**config.mk**
```make
export PLATFORM = sky130hd
export DESIGN_NAME = lane_segment_line_fit
export DESIGN_NICKNAME = d
export VERILOG_FILES = /design/src/rtl/lsf_pkg.sv /design/src/rtl/lsf_front.sv /design/src/rtl/lsf_queue.sv /design/src/rtl/lsf_alu.sv /design/src/rtl/lsf_back.sv /design/src/rtl/lane_segment_line_fit.sv
export SDC_FILE = /design/constraint.sdc
export NUM_CORES = 2
export LEC_CHECK = 0
export ABC_CLOCK_PERIOD_IN_PS = 11210
export CAP_MARGIN = 40
export CORE_MARGIN = 2
export CORE_UTILIZATION = 30
export CTS_CLUSTER_SIZE = 8
export DETAILED_ROUTE_END_ITERATION = 6
export DONT_BUFFER_PORTS = 1
export PLACE_DENSITY = 0.48
export SLEW_MARGIN = 20
export SYNTH_ARGS = -nofsm -noshare
export SYNTH_HDL_FRONTEND = slang
export SYNTH_SLANG_ARGS = --single-unit
```
**constraint.sdc**
```tcl
create_clock -name i_clk -period 11.21 [get_ports i_clk]
set_input_delay 1.121 -clock i_clk [delete_from_list [all_inputs] [get_ports i_clk]]
set_output_delay 1.121 -clock i_clk [all_outputs]
set_load 0.02 [all_outputs]
```
**src/rtl/lsf_pkg.sv**
```systemverilog
// Shared types, constants and helper functions for the lane segment line fit.
package lsf_pkg;

    // Coordinate and register widths fixed by the stream format.
    localparam int COORD_W = 12;
    localparam int REG_W   = 12;

    // Configuration register indexes.
    localparam logic REG_IMAGE_WIDTH  = 1'b0;
    localparam logic REG_IMAGE_HEIGHT = 1'b1;

    // Fit sequencer steps, one arithmetic operation each.
    localparam logic [3:0] STEP_N_SRR   = 4'd0;
    localparam logic [3:0] STEP_SR_SR   = 4'd1;
    localparam logic [3:0] STEP_SRR_SC  = 4'd2;
    localparam logic [3:0] STEP_SR_SRC  = 4'd3;
    localparam logic [3:0] STEP_N_SRC   = 4'd4;
    localparam logic [3:0] STEP_SR_SC   = 4'd5;
    localparam logic [3:0] STEP_H_SLOPE = 4'd6;
    localparam logic [3:0] STEP_DIV_BOT = 4'd7;
    localparam logic [3:0] STEP_T_SLOPE = 4'd8;
    localparam logic [3:0] STEP_DIV_TOP = 4'd9;
    localparam logic [3:0] STEP_DIV_OFF = 4'd10;

    // Segment class decided by the front end.
    typedef enum logic [1:0] {
        CLS_DROP,
        CLS_LEFT,
        CLS_RIGHT
    } t_cls;

    // Operation of the shared arithmetic unit.
    typedef enum logic {
        OP_MUL,
        OP_DIV
    } t_op;

    // Back end sequencer state.
    typedef enum logic [1:0] {
        ST_ACC,
        ST_ISSUE,
        ST_WAIT,
        ST_OUT
    } t_state;

    // One queue entry between front and back.
    typedef struct packed {
        t_cls                cls;
        logic                last;
        logic                ovf;
        logic [COORD_W-1:0]  col_a;
        logic [COORD_W-1:0]  row_a;
        logic [COORD_W-1:0]  col_b;
        logic [COORD_W-1:0]  row_b;
    } t_qent;

    // Command to the arithmetic unit.
    typedef struct packed {
        logic start;
        t_op  op;
    } t_alu_ctl;

    // Saturate a 64-bit signed value to 16 bits.
    function automatic logic signed [15:0] sat16(input logic signed [63:0] v);
        logic signed [15:0] r;
        if (v > 64'sd32767) begin
            r = 16'sh7fff;
        end else if (v < -64'sd32768) begin
            r = 16'sh8000;
        end else begin
            r = v[15:0];
        end
        return r;
    endfunction

    // Clamp a 64-bit signed value to plus or minus two to the fortieth.
    function automatic logic signed [63:0] clamp40(input logic signed [63:0] v);
        logic signed [63:0] r;
        if (v > (64'sd1 <<< 40)) begin
            r = 64'sd1 <<< 40;
        end else if (v < -(64'sd1 <<< 40)) begin
            r = -(64'sd1 <<< 40);
        end else begin
            r = v;
        end
        return r;
    endfunction

endpackage

```
**src/rtl/lsf_front.sv**
```systemverilog
// Front end: accepts segment beats, classifies by slope and tracks capacity.
module lsf_front #(
    parameter int MAX_SEGMENTS = 1024,
    parameter int COORD_BITS   = 12
) (
    input  logic                           i_clk,
    input  logic                           i_rst_n,
    input  logic                           i_valid,
    output logic                           o_ready,
    input  logic [lsf_pkg::COORD_W-1:0]    i_col_a,
    input  logic [lsf_pkg::COORD_W-1:0]    i_row_a,
    input  logic [lsf_pkg::COORD_W-1:0]    i_col_b,
    input  logic [lsf_pkg::COORD_W-1:0]    i_row_b,
    input  logic                           i_present,
    input  logic                           i_last,
    input  logic                           i_q_full,
    output logic                           o_push,
    output lsf_pkg::t_qent                 o_entry
);

    localparam int CNT_W = $clog2(MAX_SEGMENTS + 1);
    localparam int CW    = lsf_pkg::COORD_W;
    localparam logic [CW-1:0] CMASK =
        (COORD_BITS >= CW) ? {CW{1'b1}} : CW'((64'd1 << COORD_BITS) - 64'd1);

    logic [CNT_W-1:0] r_seen, n_seen;
    logic             r_ovf, n_ovf;
    logic             accept, full_now, ovf_now;
    logic [CW-1:0]    ca, ra, cb, rb;
    logic signed [CW:0]   dx, dy, adx, ady;
    logic signed [CW+4:0] dy5;
    lsf_pkg::t_cls    cls;

    assign o_ready = !i_q_full;
    assign accept  = i_valid && o_ready;

    // Keep only the coordinate bits in use.
    assign ca = i_col_a & CMASK;
    assign ra = i_row_a & CMASK;
    assign cb = i_col_b & CMASK;
    assign rb = i_row_b & CMASK;

    // Exact slope test with the column change made positive.
    always_comb begin
        dx  = $signed({1'b0, cb}) - $signed({1'b0, ca});
        dy  = $signed({1'b0, rb}) - $signed({1'b0, ra});
        adx = dx[CW] ? -dx : dx;
        ady = dx[CW] ? -dy : dy;
        dy5 = (CW+5)'(ady) * (CW+5)'(5);
        if (!i_present || full_now || dx == '0) begin
            cls = lsf_pkg::CLS_DROP;
        end else if (dy5 < -(CW+5)'(adx)) begin
            cls = lsf_pkg::CLS_LEFT;
        end else if (dy5 > (CW+5)'(adx)) begin
            cls = lsf_pkg::CLS_RIGHT;
        end else begin
            cls = lsf_pkg::CLS_DROP;
        end
    end

    // Capacity count and overflow flag for the current frame.
    always_comb begin
        full_now = (r_seen >= CNT_W'(MAX_SEGMENTS));
        ovf_now  = r_ovf || (i_present && full_now);
        n_seen   = r_seen;
        n_ovf    = r_ovf;
        if (accept) begin
            if (i_last) begin
                n_seen = '0;
                n_ovf  = 1'b0;
            end else begin
                n_ovf = ovf_now;
                if (i_present && !full_now) begin
                    n_seen = r_seen + CNT_W'(1);
                end
            end
        end
    end

    always_ff @(posedge i_clk) begin
        if (!i_rst_n) begin
            r_seen <= '0;
            r_ovf  <= 1'b0;
        end else begin
            r_seen <= n_seen;
            r_ovf  <= n_ovf;
        end
    end

    // Only kept segments and frame ends go to the queue.
    assign o_push        = accept && (cls != lsf_pkg::CLS_DROP || i_last);
    assign o_entry.cls   = cls;
    assign o_entry.last  = i_last;
    assign o_entry.ovf   = ovf_now;
    assign o_entry.col_a = ca;
    assign o_entry.row_a = ra;
    assign o_entry.col_b = cb;
    assign o_entry.row_b = rb;

endmodule

```
**src/rtl/lsf_queue.sv**
```systemverilog
// Short queue that decouples the front end from the back end.
module lsf_queue (
    input  logic            i_clk,
    input  logic            i_rst_n,
    input  logic            i_push,
    input  lsf_pkg::t_qent  i_entry,
    output logic            o_full,
    input  logic            i_pop,
    output logic            o_valid,
    output lsf_pkg::t_qent  o_entry
);

    lsf_pkg::t_qent r_mem [4];
    logic [1:0] r_wp, r_rp;
    logic [2:0] r_cnt;
    logic       do_push, do_pop;

    assign o_full  = (r_cnt == 3'd4);
    assign o_valid = (r_cnt != 3'd0);
    assign o_entry = r_mem[r_rp];
    assign do_push = i_push && !o_full;
    assign do_pop  = i_pop && o_valid;

    // Entry storage.
    always_ff @(posedge i_clk) begin
        if (do_push) begin
            r_mem[r_wp] <= i_entry;
        end
    end

    // Pointers and fill level.
    always_ff @(posedge i_clk) begin
        if (!i_rst_n) begin
            r_wp  <= '0;
            r_rp  <= '0;
            r_cnt <= '0;
        end else begin
            if (do_push) begin
                r_wp <= r_wp + 2'd1;
            end
            if (do_pop) begin
                r_rp <= r_rp + 2'd1;
            end
            r_cnt <= r_cnt + 3'(do_push) - 3'(do_pop);
        end
    end

endmodule

```
**src/rtl/lsf_alu.sv**
```systemverilog
// Shared bit-serial signed multiplier and divider, one bit per cycle.
module lsf_alu (
    input  logic                i_clk,
    input  logic                i_rst_n,
    input  lsf_pkg::t_alu_ctl   i_ctl,
    input  logic signed [63:0]  i_a,
    input  logic signed [63:0]  i_b,
    output logic                o_done,
    output logic signed [63:0]  o_res
);

    logic        r_busy, r_done;
    logic [5:0]  r_cnt;
    lsf_pkg::t_op r_op;
    logic        r_neg;
    logic [63:0] r_a, r_b, r_acc;
    logic signed [63:0] r_res;
    logic [63:0] rem_sh, a_sh, mag_a, mag_b;
    logic        ge;

    assign mag_a = i_a[63] ? 64'(-i_a) : 64'(i_a);
    assign mag_b = i_b[63] ? 64'(-i_b) : 64'(i_b);

    // One restoring division step.
    assign rem_sh = {r_acc[62:0], r_a[63]};
    assign ge     = (rem_sh >= r_b);
    assign a_sh   = {r_a[62:0], ge};

    always_ff @(posedge i_clk) begin
        if (!i_rst_n) begin
            r_busy <= 1'b0;
            r_done <= 1'b0;
            r_cnt  <= '0;
        end else begin
            r_done <= 1'b0;
            if (i_ctl.start) begin
                r_busy <= 1'b1;
                r_cnt  <= '0;
            end else if (r_busy) begin
                r_cnt <= r_cnt + 6'd1;
                if (r_cnt == 6'd63) begin
                    r_busy <= 1'b0;
                    r_done <= 1'b1;
                end
            end
        end
    end

    // Datapath: shift-add multiply or shift-subtract divide on magnitudes.
    always_ff @(posedge i_clk) begin
        if (i_ctl.start) begin
            r_op  <= i_ctl.op;
            r_neg <= i_a[63] ^ i_b[63];
            r_a   <= mag_a;
            r_b   <= mag_b;
            r_acc <= '0;
        end else if (r_busy) begin
            if (r_op == lsf_pkg::OP_MUL) begin
                if (r_b[0]) begin
                    r_acc <= r_acc + r_a;
                end
                r_a <= {r_a[62:0], 1'b0};
                r_b <= {1'b0, r_b[63:1]};
            end else begin
                r_acc <= ge ? (rem_sh - r_b) : rem_sh;
                r_a   <= a_sh;
            end
        end
        if (r_busy && r_cnt == 6'd63) begin
            if (r_op == lsf_pkg::OP_MUL) begin
                r_res <= r_neg ? -$signed(r_acc + (r_b[0] ? r_a : 64'd0))
                               :  $signed(r_acc + (r_b[0] ? r_a : 64'd0));
            end else begin
                r_res <= r_neg ? -$signed(a_sh) : $signed(a_sh);
            end
        end
    end

    assign o_done = r_done;
    assign o_res  = r_res;

endmodule

```
**src/rtl/lsf_back.sv**
```systemverilog
// Back end: accumulates least-squares sums and runs the per-frame fit.
module lsf_back (
    input  logic                          i_clk,
    input  logic                          i_rst_n,
    input  logic                          i_q_valid,
    input  lsf_pkg::t_qent                i_q_entry,
    output logic                          o_q_pop,
    input  logic [lsf_pkg::REG_W-1:0]     i_width,
    input  logic [lsf_pkg::REG_W-1:0]     i_height,
    output logic                          o_valid,
    input  logic                          i_ready,
    output logic [111:0]                  o_data
);

    lsf_pkg::t_state r_state, n_state;
    logic [3:0]  r_step, n_step;
    logic        r_side, n_side;
    logic        r_ovf, n_ovf;

    // Per-side running sums.
    logic [11:0] r_n   [2];
    logic [23:0] r_sr  [2];
    logic [23:0] r_sc  [2];
    logic [35:0] r_srr [2];
    logic [35:0] r_src [2];

    logic signed [63:0] r_t, n_t, r_det, n_det, r_base, n_base;
    logic signed [63:0] r_slope, n_slope, r_bot, n_bot;
    logic        r_odet [2];
    logic signed [15:0] r_obot [2];
    logic signed [15:0] r_otop [2];
    logic signed [15:0] r_ooff [2];
    logic        wr_res, wr_det;
    logic signed [15:0] wr_bot, wr_top, wr_off;

    lsf_pkg::t_alu_ctl alu_ctl;
    logic signed [63:0] alu_a, alu_b, alu_res;
    logic        alu_done;

    logic [23:0] p_aa, p_ac, p_bb, p_bc;
    logic [14:0] h7;
    logic [30:0] h7_scaled;
    logic [11:0] top_row;
    logic signed [63:0] s_n, s_sr, s_sc, s_srr, s_src, w64, u, num, det_now;
    logic        add_left, add_right, clear_sums;

    // Upper row is floor(7*H/10) through a reciprocal multiply.
    assign h7        = 15'(i_height) * 15'd7;
    assign h7_scaled = 31'(h7) * 31'd52429;
    assign top_row   = 12'(h7_scaled >> 19);

    // Point products for the two endpoints.
    assign p_aa = i_q_entry.row_a * i_q_entry.row_a;
    assign p_ac = i_q_entry.row_a * i_q_entry.col_a;
    assign p_bb = i_q_entry.row_b * i_q_entry.row_b;
    assign p_bc = i_q_entry.row_b * i_q_entry.col_b;

    // Sums of the side under fit, as signed operands.
    assign s_n   = $signed(64'(r_n[r_side]));
    assign s_sr  = $signed(64'(r_sr[r_side]));
    assign s_sc  = $signed(64'(r_sc[r_side]));
    assign s_srr = $signed(64'(r_srr[r_side]));
    assign s_src = $signed(64'(r_src[r_side]));
    assign w64   = $signed(64'(i_width));
    assign u     = lsf_pkg::clamp40(r_bot);
    assign num   = r_side ? ((u <<< 12) - (w64 <<< 11)) : ((w64 <<< 11) - (u <<< 12));
    assign det_now = r_t - alu_res;

    // Operand selection for each fit step.
    always_comb begin
        alu_a = s_n;
        alu_b = s_srr;
        case (r_step)
            lsf_pkg::STEP_N_SRR:   begin alu_a = s_n;   alu_b = s_srr;   end
            lsf_pkg::STEP_SR_SR:   begin alu_a = s_sr;  alu_b = s_sr;    end
            lsf_pkg::STEP_SRR_SC:  begin alu_a = s_srr; alu_b = s_sc;    end
            lsf_pkg::STEP_SR_SRC:  begin alu_a = s_sr;  alu_b = s_src;   end
            lsf_pkg::STEP_N_SRC:   begin alu_a = s_n;   alu_b = s_src;   end
            lsf_pkg::STEP_SR_SC:   begin alu_a = s_sr;  alu_b = s_sc;    end
            lsf_pkg::STEP_H_SLOPE: begin alu_a = $signed(64'(i_height)); alu_b = r_slope; end
            lsf_pkg::STEP_DIV_BOT: begin alu_a = r_t;   alu_b = r_det;   end
            lsf_pkg::STEP_T_SLOPE: begin alu_a = $signed(64'(top_row)); alu_b = r_slope; end
            lsf_pkg::STEP_DIV_TOP: begin alu_a = r_t;   alu_b = r_det;   end
            lsf_pkg::STEP_DIV_OFF: begin alu_a = num;   alu_b = w64;     end
            default:               begin alu_a = s_n;   alu_b = s_srr;   end
        endcase
    end

    // Sequencer: accumulate, then two passes of the fit, then the result beat.
    always_comb begin
        n_state = r_state;
        n_step  = r_step;
        n_side  = r_side;
        n_ovf   = r_ovf;
        n_t     = r_t;
        n_det   = r_det;
        n_base  = r_base;
        n_slope = r_slope;
        n_bot   = r_bot;
        o_q_pop = 1'b0;
        add_left  = 1'b0;
        add_right = 1'b0;
        clear_sums = 1'b0;
        alu_ctl.start = 1'b0;
        alu_ctl.op = (r_step == lsf_pkg::STEP_DIV_BOT || r_step == lsf_pkg::STEP_DIV_TOP
                      || r_step == lsf_pkg::STEP_DIV_OFF) ? lsf_pkg::OP_DIV : lsf_pkg::OP_MUL;
        wr_res = 1'b0;
        wr_det = 1'b0;
        wr_bot = '0;
        wr_top = '0;
        wr_off = '0;
        case (r_state)
            lsf_pkg::ST_ACC: begin
                if (i_q_valid) begin
                    o_q_pop   = 1'b1;
                    add_left  = (i_q_entry.cls == lsf_pkg::CLS_LEFT);
                    add_right = (i_q_entry.cls == lsf_pkg::CLS_RIGHT);
                    if (i_q_entry.last) begin
                        n_ovf   = i_q_entry.ovf;
                        n_side  = 1'b0;
                        n_step  = lsf_pkg::STEP_N_SRR;
                        n_state = lsf_pkg::ST_ISSUE;
                    end
                end
            end
            lsf_pkg::ST_ISSUE: begin
                alu_ctl.start = 1'b1;
                n_state = lsf_pkg::ST_WAIT;
            end
            lsf_pkg::ST_WAIT: begin
                if (alu_done) begin
                    n_step  = r_step + 4'd1;
                    n_state = lsf_pkg::ST_ISSUE;
                    case (r_step)
                        lsf_pkg::STEP_N_SRR:   n_t = alu_res;
                        lsf_pkg::STEP_SR_SR: begin
                            n_det = det_now;
                            if (r_n[r_side] < 12'd2 || det_now[63] || det_now == '0) begin
                                wr_res = 1'b1;
                            end
                        end
                        lsf_pkg::STEP_SRR_SC:  n_t = alu_res;
                        lsf_pkg::STEP_SR_SRC:  n_base = r_t - alu_res;
                        lsf_pkg::STEP_N_SRC:   n_t = alu_res;
                        lsf_pkg::STEP_SR_SC:   n_slope = r_t - alu_res;
                        lsf_pkg::STEP_H_SLOPE: n_t = r_base + alu_res;
                        lsf_pkg::STEP_DIV_BOT: n_bot = alu_res;
                        lsf_pkg::STEP_T_SLOPE: n_t = r_base + alu_res;
                        lsf_pkg::STEP_DIV_TOP: begin
                            wr_det = 1'b1;
                            wr_bot = lsf_pkg::sat16(r_bot);
                            wr_top = lsf_pkg::sat16(alu_res);
                            if (i_width == '0) begin
                                wr_res = 1'b1;
                            end
                        end
                        lsf_pkg::STEP_DIV_OFF: begin
                            wr_res = 1'b1;
                            wr_det = 1'b1;
                            wr_bot = r_otop[r_side] == r_otop[r_side] ? r_obot[r_side] : '0;
                            wr_top = r_otop[r_side];
                            wr_off = lsf_pkg::sat16(alu_res);
                        end
                        default: n_t = r_t;
                    endcase
                    // A finished side moves on to the next side or the result.
                    if (wr_res) begin
                        n_step = lsf_pkg::STEP_N_SRR;
                        if (!r_side) begin
                            n_side = 1'b1;
                        end else begin
                            clear_sums = 1'b1;
                            n_state = lsf_pkg::ST_OUT;
                        end
                    end
                end
            end
            lsf_pkg::ST_OUT: begin
                if (i_ready) begin
                    n_state = lsf_pkg::ST_ACC;
                end
            end
            default: n_state = lsf_pkg::ST_ACC;
        endcase
    end

    always_ff @(posedge i_clk) begin
        if (!i_rst_n) begin
            r_state <= lsf_pkg::ST_ACC;
            r_step  <= '0;
            r_side  <= 1'b0;
            r_ovf   <= 1'b0;
        end else begin
            r_state <= n_state;
            r_step  <= n_step;
            r_side  <= n_side;
            r_ovf   <= n_ovf;
        end
    end

    // Fit working registers.
    always_ff @(posedge i_clk) begin
        r_t     <= n_t;
        r_det   <= n_det;
        r_base  <= n_base;
        r_slope <= n_slope;
        r_bot   <= n_bot;
    end

    // Result fields of each side; the top column is written before the offset.
    always_ff @(posedge i_clk) begin
        if (r_state == lsf_pkg::ST_WAIT && alu_done
            && (wr_res || r_step == lsf_pkg::STEP_DIV_TOP)) begin
            r_odet[r_side] <= wr_det;
            r_obot[r_side] <= wr_bot;
            r_otop[r_side] <= wr_top;
            r_ooff[r_side] <= wr_off;
        end
    end

    // Running sums, cleared by reset and after each fit.
    always_ff @(posedge i_clk) begin
        if (!i_rst_n || clear_sums) begin
            for (int s = 0; s < 2; s++) begin
                r_n[s]   <= '0;
                r_sr[s]  <= '0;
                r_sc[s]  <= '0;
                r_srr[s] <= '0;
                r_src[s] <= '0;
            end
        end else if (add_left || add_right) begin
            r_n[add_right]   <= r_n[add_right] + 12'd2;
            r_sr[add_right]  <= r_sr[add_right] + 24'(i_q_entry.row_a) + 24'(i_q_entry.row_b);
            r_sc[add_right]  <= r_sc[add_right] + 24'(i_q_entry.col_a) + 24'(i_q_entry.col_b);
            r_srr[add_right] <= r_srr[add_right] + 36'(p_aa) + 36'(p_bb);
            r_src[add_right] <= r_src[add_right] + 36'(p_ac) + 36'(p_bc);
        end
    end

    lsf_alu u_alu (
        .i_clk   (i_clk),
        .i_rst_n (i_rst_n),
        .i_ctl   (alu_ctl),
        .i_a     (alu_a),
        .i_b     (alu_b),
        .o_done  (alu_done),
        .o_res   (alu_res)
    );

    // Result beat.
    assign o_valid = (r_state == lsf_pkg::ST_OUT);
    assign o_data  = {1'b0, r_ovf, top_row,
                      r_ooff[1], r_otop[1], r_obot[1], r_odet[1],
                      r_ooff[0], r_otop[0], r_obot[0], r_odet[0]};

endmodule

```
**src/rtl/lane_segment_line_fit.sv**
```systemverilog
// Lane segment line fit: top level with configuration registers.
// A frame's result beat follows the fit that starts once its last beat, and any beats still queued
// ahead of it, have been popped; a side that is not detected ends its pass of the fit early.
// The fit runs up to 22 shared multiply or divide operations, each as issue, 64 serial steps, done.
// Throughput: one segment beat per cycle; during a fit the back end stops popping, so input
// stalls once the four-entry queue is full, until the result beat is taken.
// Synchronous active-low reset clears sums and counters; width 640, height 480.
module lane_segment_line_fit #(
    parameter int MAX_SEGMENTS = 1024,
    parameter int COORD_BITS   = 12
) (
    input  logic         i_clk,
    input  logic         i_rst_n,
    input  logic         i_s_tvalid,
    output logic         o_s_tready,
    // col_a[11:0], row_a[23:12], col_b[35:24], row_b[47:36]
    input  logic [47:0]  i_s_tdata,
    // segment_present[0]
    input  logic         i_s_tuser,
    input  logic         i_s_tlast,
    output logic         o_m_tvalid,
    input  logic         i_m_tready,
    // left_detected[0], left_bottom_col[16:1], left_top_col[32:17],
    // left_offset[48:33], right_detected[49], right_bottom_col[65:50],
    // right_top_col[81:66], right_offset[97:82], upper_row[109:98],
    // segment_overflow[110], zero pad[111]
    output logic [111:0] o_m_tdata,
    input  logic         i_cfg_we,
    input  logic         i_cfg_addr,
    input  logic [11:0]  i_cfg_wdata
);

    logic [lsf_pkg::REG_W-1:0] r_width, r_height;
    logic           q_full, q_push, q_pop, q_valid;
    lsf_pkg::t_qent q_in, q_out;

    // Configuration registers.
    always_ff @(posedge i_clk) begin
        if (!i_rst_n) begin
            r_width  <= 12'd640;
            r_height <= 12'd480;
        end else if (i_cfg_we) begin
            case (i_cfg_addr)
                lsf_pkg::REG_IMAGE_WIDTH:  r_width  <= i_cfg_wdata;
                lsf_pkg::REG_IMAGE_HEIGHT: r_height <= i_cfg_wdata;
                default:                   r_width  <= r_width;
            endcase
        end
    end

    lsf_front #(
        .MAX_SEGMENTS (MAX_SEGMENTS),
        .COORD_BITS   (COORD_BITS)
    ) u_front (
        .i_clk     (i_clk),
        .i_rst_n   (i_rst_n),
        .i_valid   (i_s_tvalid),
        .o_ready   (o_s_tready),
        .i_col_a   (i_s_tdata[11:0]),
        .i_row_a   (i_s_tdata[23:12]),
        .i_col_b   (i_s_tdata[35:24]),
        .i_row_b   (i_s_tdata[47:36]),
        .i_present (i_s_tuser),
        .i_last    (i_s_tlast),
        .i_q_full  (q_full),
        .o_push    (q_push),
        .o_entry   (q_in)
    );

    lsf_queue u_queue (
        .i_clk   (i_clk),
        .i_rst_n (i_rst_n),
        .i_push  (q_push),
        .i_entry (q_in),
        .o_full  (q_full),
        .i_pop   (q_pop),
        .o_valid (q_valid),
        .o_entry (q_out)
    );

    lsf_back u_back (
        .i_clk     (i_clk),
        .i_rst_n   (i_rst_n),
        .i_q_valid (q_valid),
        .i_q_entry (q_out),
        .o_q_pop   (q_pop),
        .i_width   (r_width),
        .i_height  (r_height),
        .o_valid   (o_m_tvalid),
        .i_ready   (i_m_tready),
        .o_data    (o_m_tdata)
    );

endmodule
```
* After elaboration in Yosys (flattened, before gate mapping)
Memory sizes are Yosys's and may differ from the RTL's. A register that Yosys moved wholly into a read port is not among the register bits.
Cells that the tools add are included.
** Storage, ports and cells
- Word-level logic and storage cells :: 299
- Memories kept :: 10
- Output and inout port bits :: 114
- Flip-flop bits (word level) :: 637
- RAM bits :: 570
- Input port bits :: 68
** Memory list
- u_queue.r_mem :: words 4, bits a word 52, read ports 1, clocked after memory_dff 1, wr ports 1, RTL line lsf_queue.sv:13 : lsf_pkg::t_qent r_mem [4];
- u_back.r_src :: words 2, bits a word 36, read ports 2, clocked after memory_dff 1, wr ports 2, RTL line lsf_back.sv:25 : logic [35:0] r_src [2];
- u_back.r_srr :: words 2, bits a word 36, read ports 2, clocked after memory_dff 1, wr ports 2, RTL line lsf_back.sv:24 : logic [35:0] r_srr [2];
- u_back.r_sc :: words 2, bits a word 24, read ports 2, clocked after memory_dff 1, wr ports 2, RTL line lsf_back.sv:23 : logic [23:0] r_sc [2];
- u_back.r_sr :: words 2, bits a word 24, read ports 2, clocked after memory_dff 1, wr ports 2, RTL line lsf_back.sv:22 : logic [23:0] r_sr [2];
- u_back.r_obot :: words 2, bits a word 16, read ports 2, clocked after memory_dff 0, wr ports 1, RTL line lsf_back.sv:30 : logic signed [15:0] r_obot [2];
- +4 memories
** Operators by class
- Eq/ne operators :: 24
- Bitwise logic cells :: 4
- Reduce and logical (&&, ||, !) cells :: 65
- Mux-type cells :: 121
- $lt $le $gt $ge :: 11
- Add/subtract/negate cells :: 32
- Multipliers :: 7
** Operators with widths (number)
- $mux 64 :: 15
- $pmux 64 s6 :: 2
- $neg 64->64 :: 4
- $add 64x64->64 :: 3
- $mux 16 :: 11
- $add 36x24->36 :: 4
- $gt 64x16->1 const B :: 2
- $lt 64x16->1 const B :: 2
- $pmux 64 s2 :: 1
- $sub 64x64->64 :: 2
- $mux 52 :: 2
- $add 24x12->24 :: 4
- $mul 12x12->24 :: 4
- $mux 36 :: 2
- $reduce_or 36->1 :: 2
- $ge 64x64->1 :: 1
- $gt 64x42->1 const B :: 1
- $logic_not 64->1 :: 1
- $lt 64x41->1 const B :: 1
- $pmux 16 s2 :: 2
- $sub 24x64->64 :: 1
- $sub 64x24->64 :: 1
- $mux 1 :: 60
- $mux 24 :: 2
- 56 further kinds :: 134

* Logic depth before layout (Yosys ltp)
- Word-level depth :: 15
- Mapped depth :: 47
- Depth with buffers taken out :: 45

* Modules after synthesis
From an unflattened synthesis, not the netlist that was laid out.
** Unflattened totals
- Cell total of the unflattened synthesis :: 11638
- Area, all modules :: 108656.7 µm²
** Modules (own cells, without submodules)
- lsf_back :: area an instance 65871.9 µm², seq. area each 20659.8 µm², instances 1, cells an instance 6844
- lsf_alu :: area an instance 29243.0 µm², seq. area each 7267.0 µm², instances 1, cells an instance 3776
- lsf_queue :: area an instance 8046.5 µm², seq. area each 6426.2 µm², instances 1, cells an instance 321
- lsf_front :: area an instance 4525.6 µm², seq. area each 240.2 µm², instances 1, cells an instance 597
- lane_segment_line_fit :: area an instance 969.7 µm², seq. area each 480.5 µm², instances 1, cells an instance 100

* Worst setup path after synthesis
OpenSTA, ideal clock, no wires.
- Path kind :: reg2reg
- Start :: reg r_height[2] (netlist name)
- End :: reg u_back.u_alu.r_a[57], data pin
- Buffers on the path :: 1
- Period minus slack after synthesis :: 9656 ps
- Path slack :: 1554 ps
- Data required time :: 10942 ps
- Cell stages (with the launch flop) :: 37
- Arrival :: 9389 ps
- Setup time :: 268 ps
- Path through :: dfxtp_1 > fa_1 > ha_1 > a21o_1 > a21oi_1 > nor2b_1 > o31a_1 > a221oi_1 > xnor2_1 > inv_1 > ha_1 > inv_1 > fa_1 > fa_1 > inv_1 > fa_1 > inv_1 > fa_1 > inv_1 > fa_1 > inv_1 > ha_1 > a21o_1 > a21o_1 > a21oi_1 > and3_1 > a21boi_1 > nor3_1 > nor3_1 > xnor3_1 > a211oi_1 > and4_1 > buf_1 > nand4_1 > o31ai_1 > xnor2_1 > o21ai_0
** Between the ends
- Cells in the longest elaborated chain, start to end :: 6
** RTL lines
- start: declaration :: RTL line lane_segment_line_fit.sv:33 : logic [lsf_pkg::REG_W-1:0] r_width, r_height;
- start signal: assignment :: RTL line lane_segment_line_fit.sv:45 : lsf_pkg::REG_IMAGE_HEIGHT: r_height <= i_cfg_wdata;
- $mul 12x3->15 :: RTL line lsf_back.sv:48 : assign h7 = 15'(i_height) * 15'd7;
- $mul 15x16->31 :: RTL line lsf_back.sv:49 : assign h7_scaled = 31'(h7) * 31'd52429;
- net o_m_tdata[109] :: RTL line lane_segment_line_fit.sv:27 : output logic [111:0] o_m_tdata,
- $pmux 64 s6 :: RTL line lsf_back.sv:73 : case (r_step)
- $neg 64->64 :: RTL line lsf_alu.sv:21 : assign mag_a = i_a[63] ? 64'(-i_a) : 64'(i_a);
- $mux 64 :: RTL line lsf_alu.sv:21
- $mux 64 :: RTL line lsf_alu.sv:51 : if (i_ctl.start) begin
- end signal: assignment :: RTL line lsf_alu.sv:54 : r_a <= mag_a;
- end signal: assignment :: RTL line lsf_alu.sv:62 : r_a <= {r_a[62:0], 1'b0};
- end signal: assignment :: RTL line lsf_alu.sv:66 : r_a <= a_sh;
- end: declaration :: RTL line lsf_alu.sv:16 : logic [63:0] r_a, r_b, r_acc;
The timed path passes the listed nets, and every way through them passes these cells.
A chain may end at the register's enable or synchronous reset.

* Final worst setup path
- Start :: reg r_height[2] (netlist name)
- End :: out o_m_tdata[109]
** Between the ends
- Cells in the longest elaborated chain, start to end :: 2
** RTL lines (RTL line)
- $mul 12x3->15 :: lsf_back.sv:48
- $mul 15x16->31 :: lsf_back.sv:49
- end: declaration :: lane_segment_line_fit.sv:27
No other way between the ends.

==> results by group <==
Timing
  • Tmin final: around 11000 ps
  • Pins Over Slew Limit: 0
  • Setup Skew: between 90 and 100 ps
  • Final period utilization: between 90% and 100%
  • TNS Setup: 0 ps
  • Slew headroom: between 30% and 40%
  • Final setup fails: 0
  • Max Fclk: 0.0945 GHz
  • RSZ-0062 raised after global routing: no
  • Worst Tran Pin Value: around 1000 ps
  • Final Hold Violating Endpoints: 0

Final layout
  • Most frequent cells in the layout: 1308 x nand2_1, 1107 x inv_1, 1084 x edfxtp_1, 975 x nor2_1, 820 x ha_1
  • Fillers: between 30000 and 40000
  • Layout cells sized above 1: under 10%
  • Post-route core utilization: roughly 33%
  • Most common cell after layout, fill and taps aside: nand2_1
  • Register Area: between 30000 and 40000 um^2
  • P&R area growth vs syn: 10.9%
  • Multi-input gate area in the final layout: between 60000 and 70000 um^2
  • Fin nets: 12900

Floorplanning
  • Starting Density: roughly 30%
  • Row count: 219
  • Core area: around 360000 um^2
  • Die H: 601 um
  • Die ar.: 361000 um^2
  • Die Wd: ~600 um
  • I/O pin count: ~180

CTS
  • Clock tree buffer depth: 4
  • Post-CTS Setup Repair Bufs: 0
  • Worst-Skew Late Latency: 880 ps
  • Worst-path clk slew: about 50 ps
  • Clock Tree Root: clkbuf_16
  • Post-cts sizing count: 0
  • Hold buffers post-CTS: 0
  • Htree depth: 4
  • CTS Buf Count: ~180
  • CTS sink count: about 1200
  • CTS tree: built

Synthesis
  • YS warnings: 0
  • Synth area leader: edfxtp_1
  • Post-synthesis cell area: between 100000 and 150000 um^2
  • Synth top area cells: edfxtp_1 30%, fa_1 11%, ha_1 9.6%, nand2_1 4.6%, inv_1 3.9%
  • Avg Inst Size Synth: 9.27 um^2
  • Post-Syn Nets: between 10000 and 15000
  • Top FF cell, synth: edfxtp_1
  • Seq/Total Area, Yosys: 32.8%
  • Share of the synthesized area in the top cell type: 30.4%
  • Post-synth ARST share: 0%
  • Post-Syn Instances: 11500
  • Yosys reg bits: between 1000 and 1500
  • Unique cell type count in the Yosys netlist: a little over 100
  • EDFF count, synth: 1084

Critical path
  • Crit path max fanout: 6
  • CP max stage delay: about 600 ps
  • Crit. End Element: output port
  • Critical path class: flip-flop to output port
  • Required @ worst endpoint: roughly 10000 ps
  • Startpoint types: flip-flop
  • Arr. time, crit path: approximately 9500 ps
  • Slowest cell on crit path: fa_1

Drt
  • Routed WL per cell: roughly 24 um
  • DRC: 2
  • Via density: between 5 and 6
  • Initial drt markers: approximately 8000
  • Remaining antenna violation count: 0
  • DR vias: ~86000
  • Wirelength, routed: roughly 390000 um
  • Pre-antenna DRT Iters: 7

GRT
  • Largest net degree at the start of global routing: between 100 and 150
  • Remaining Overflow, GRT: 0
  • Vias in the first global route: 85400
  • Initial antenna violation count: 6
  • Tot GR Track Use: a little over a fifth
  • First-pass GRT wire length: 573000 um

Min path
  • Tightest Hold Check Type: primary input to flip-flop

Place
  • Detailed Place HPWL: about 300000 um
  • RD Place Congestion: just under 1
  • PortBufs: 0

Outcome
  • Failing checks: design-rule violations
  • Status: finished, violations left

Flow run
  • Max cap viols: 0
## metal layers
metal,wire [um],up-vias,global-route usage (%)
li1,-,40500,-
met1,177000,42500,28.8
met2,177000,2484,34.1
met3,19500,558,2.30
met4,15000,2,7.36
met5,308,-,0
## flip-flops by register name, summed over array words and instances (netlist names), 48 cells and up, named ones only
name                flops
u_queue.r_mem         208
u_back.r_src           72
u_back.r_srr           72
u_back.r_base          64
u_back.r_bot           64
u_back.r_det           64
u_back.r_slope         64
u_back.r_t             64
u_back.u_alu.o_res     64
u_back.u_alu.r_a       64
u_back.u_alu.r_acc     64
u_back.u_alu.r_b       64
u_back.r_sc            48
u_back.r_sr            48
## final cells by class
cell class                 instances  area share (%)
tap                             4751            5.01
inverter                        1121            3.55
multi-input combinational       8702            55.6
clock inverter                    24           0.252
antenna                            3         0.00633
timing repair buffer             249            1.80
sequential                      1210            29.6
clock buffer                     268            4.17
## stage by stage
| stage | setup slack [ps] | instances | hold slack (ps) | instance area (um^2) |
|---|---|---|---|---|
| after floorplan | 1550 | 11500 | 439 | 107000 |
| after global placement | 643 | 16000 | 453 | 113000 |
| final | 628 | 16300 | 349 | 119000 |
| after detailed placement | 616 | 16000 | 483 | 113000 |
| after global routing | 12.0 | 16300 | 312 | 119000 |
| after CTS | 274 | 16300 | 283 | 118000 |
## cell families (layout without fill, tap and decap cells)
family                   count (synthesis)  in the layout  share of synthesized area, %
flip-flops                            1210           1210                          32.8
AO/OA/AOI/OAI                         2682           2682                          16.0
adder cells (fa/ha/maj)               1413           1413                          20.7
other                                    1              4                       0.00351
multiplexers                           316            316                          3.31
XOR/XNOR                               760            760                          6.24
AND/OR/NAND/NOR                       3530           3530                          15.2
buffers and inverters                 1622           1662                          5.76
## worst paths after layout
| kind | from | to | slack, ps | cells past startpoint |
|---|---|---|---|---|
| max | r_height[2] | o_m_tdata[109] | 630 | 30 |
| min | i_s_tdata[16] | u_queue.r_mem[0][28] | 350 | 0 |
| max reg2reg | r_height[2] | u_back.u_alu.r_a[61] | 810 | 37 |
| min reg2reg | u_front.r_ovf | u_front.r_ovf | 480 | 2 |
## cells in the mapped netlist, types with 137 or more instances
cell / instances
mux2i_1: 194
edfxtp_1: 1084
o21ai_0: 633
nor3_1: 154
nor2_1: 983
xor2_1: 340
and2_1: 137
a21o_1: 262
ha_1: 820
inv_1: 1107
clkbuf_1: 415
nand2_1: 1313
xnor2_1: 419
fa_1: 593
nand3_1: 214
a21oi_1: 720
## critical path: cells and delay by family (launching register included)
kind                     cells  cell delay (ps)
AO/OA/AOI/OAI                8             2000
AND/OR/NAND/NOR              4              720
buffers and inverters        7              630
flip-flops                   1              490
adder cells (fa/ha/maj)      9             4090
XOR/XNOR                     2              630
Power is not shown: default switching activity piles up to over one toggle a cycle in this logic, so the estimate is an artifact.
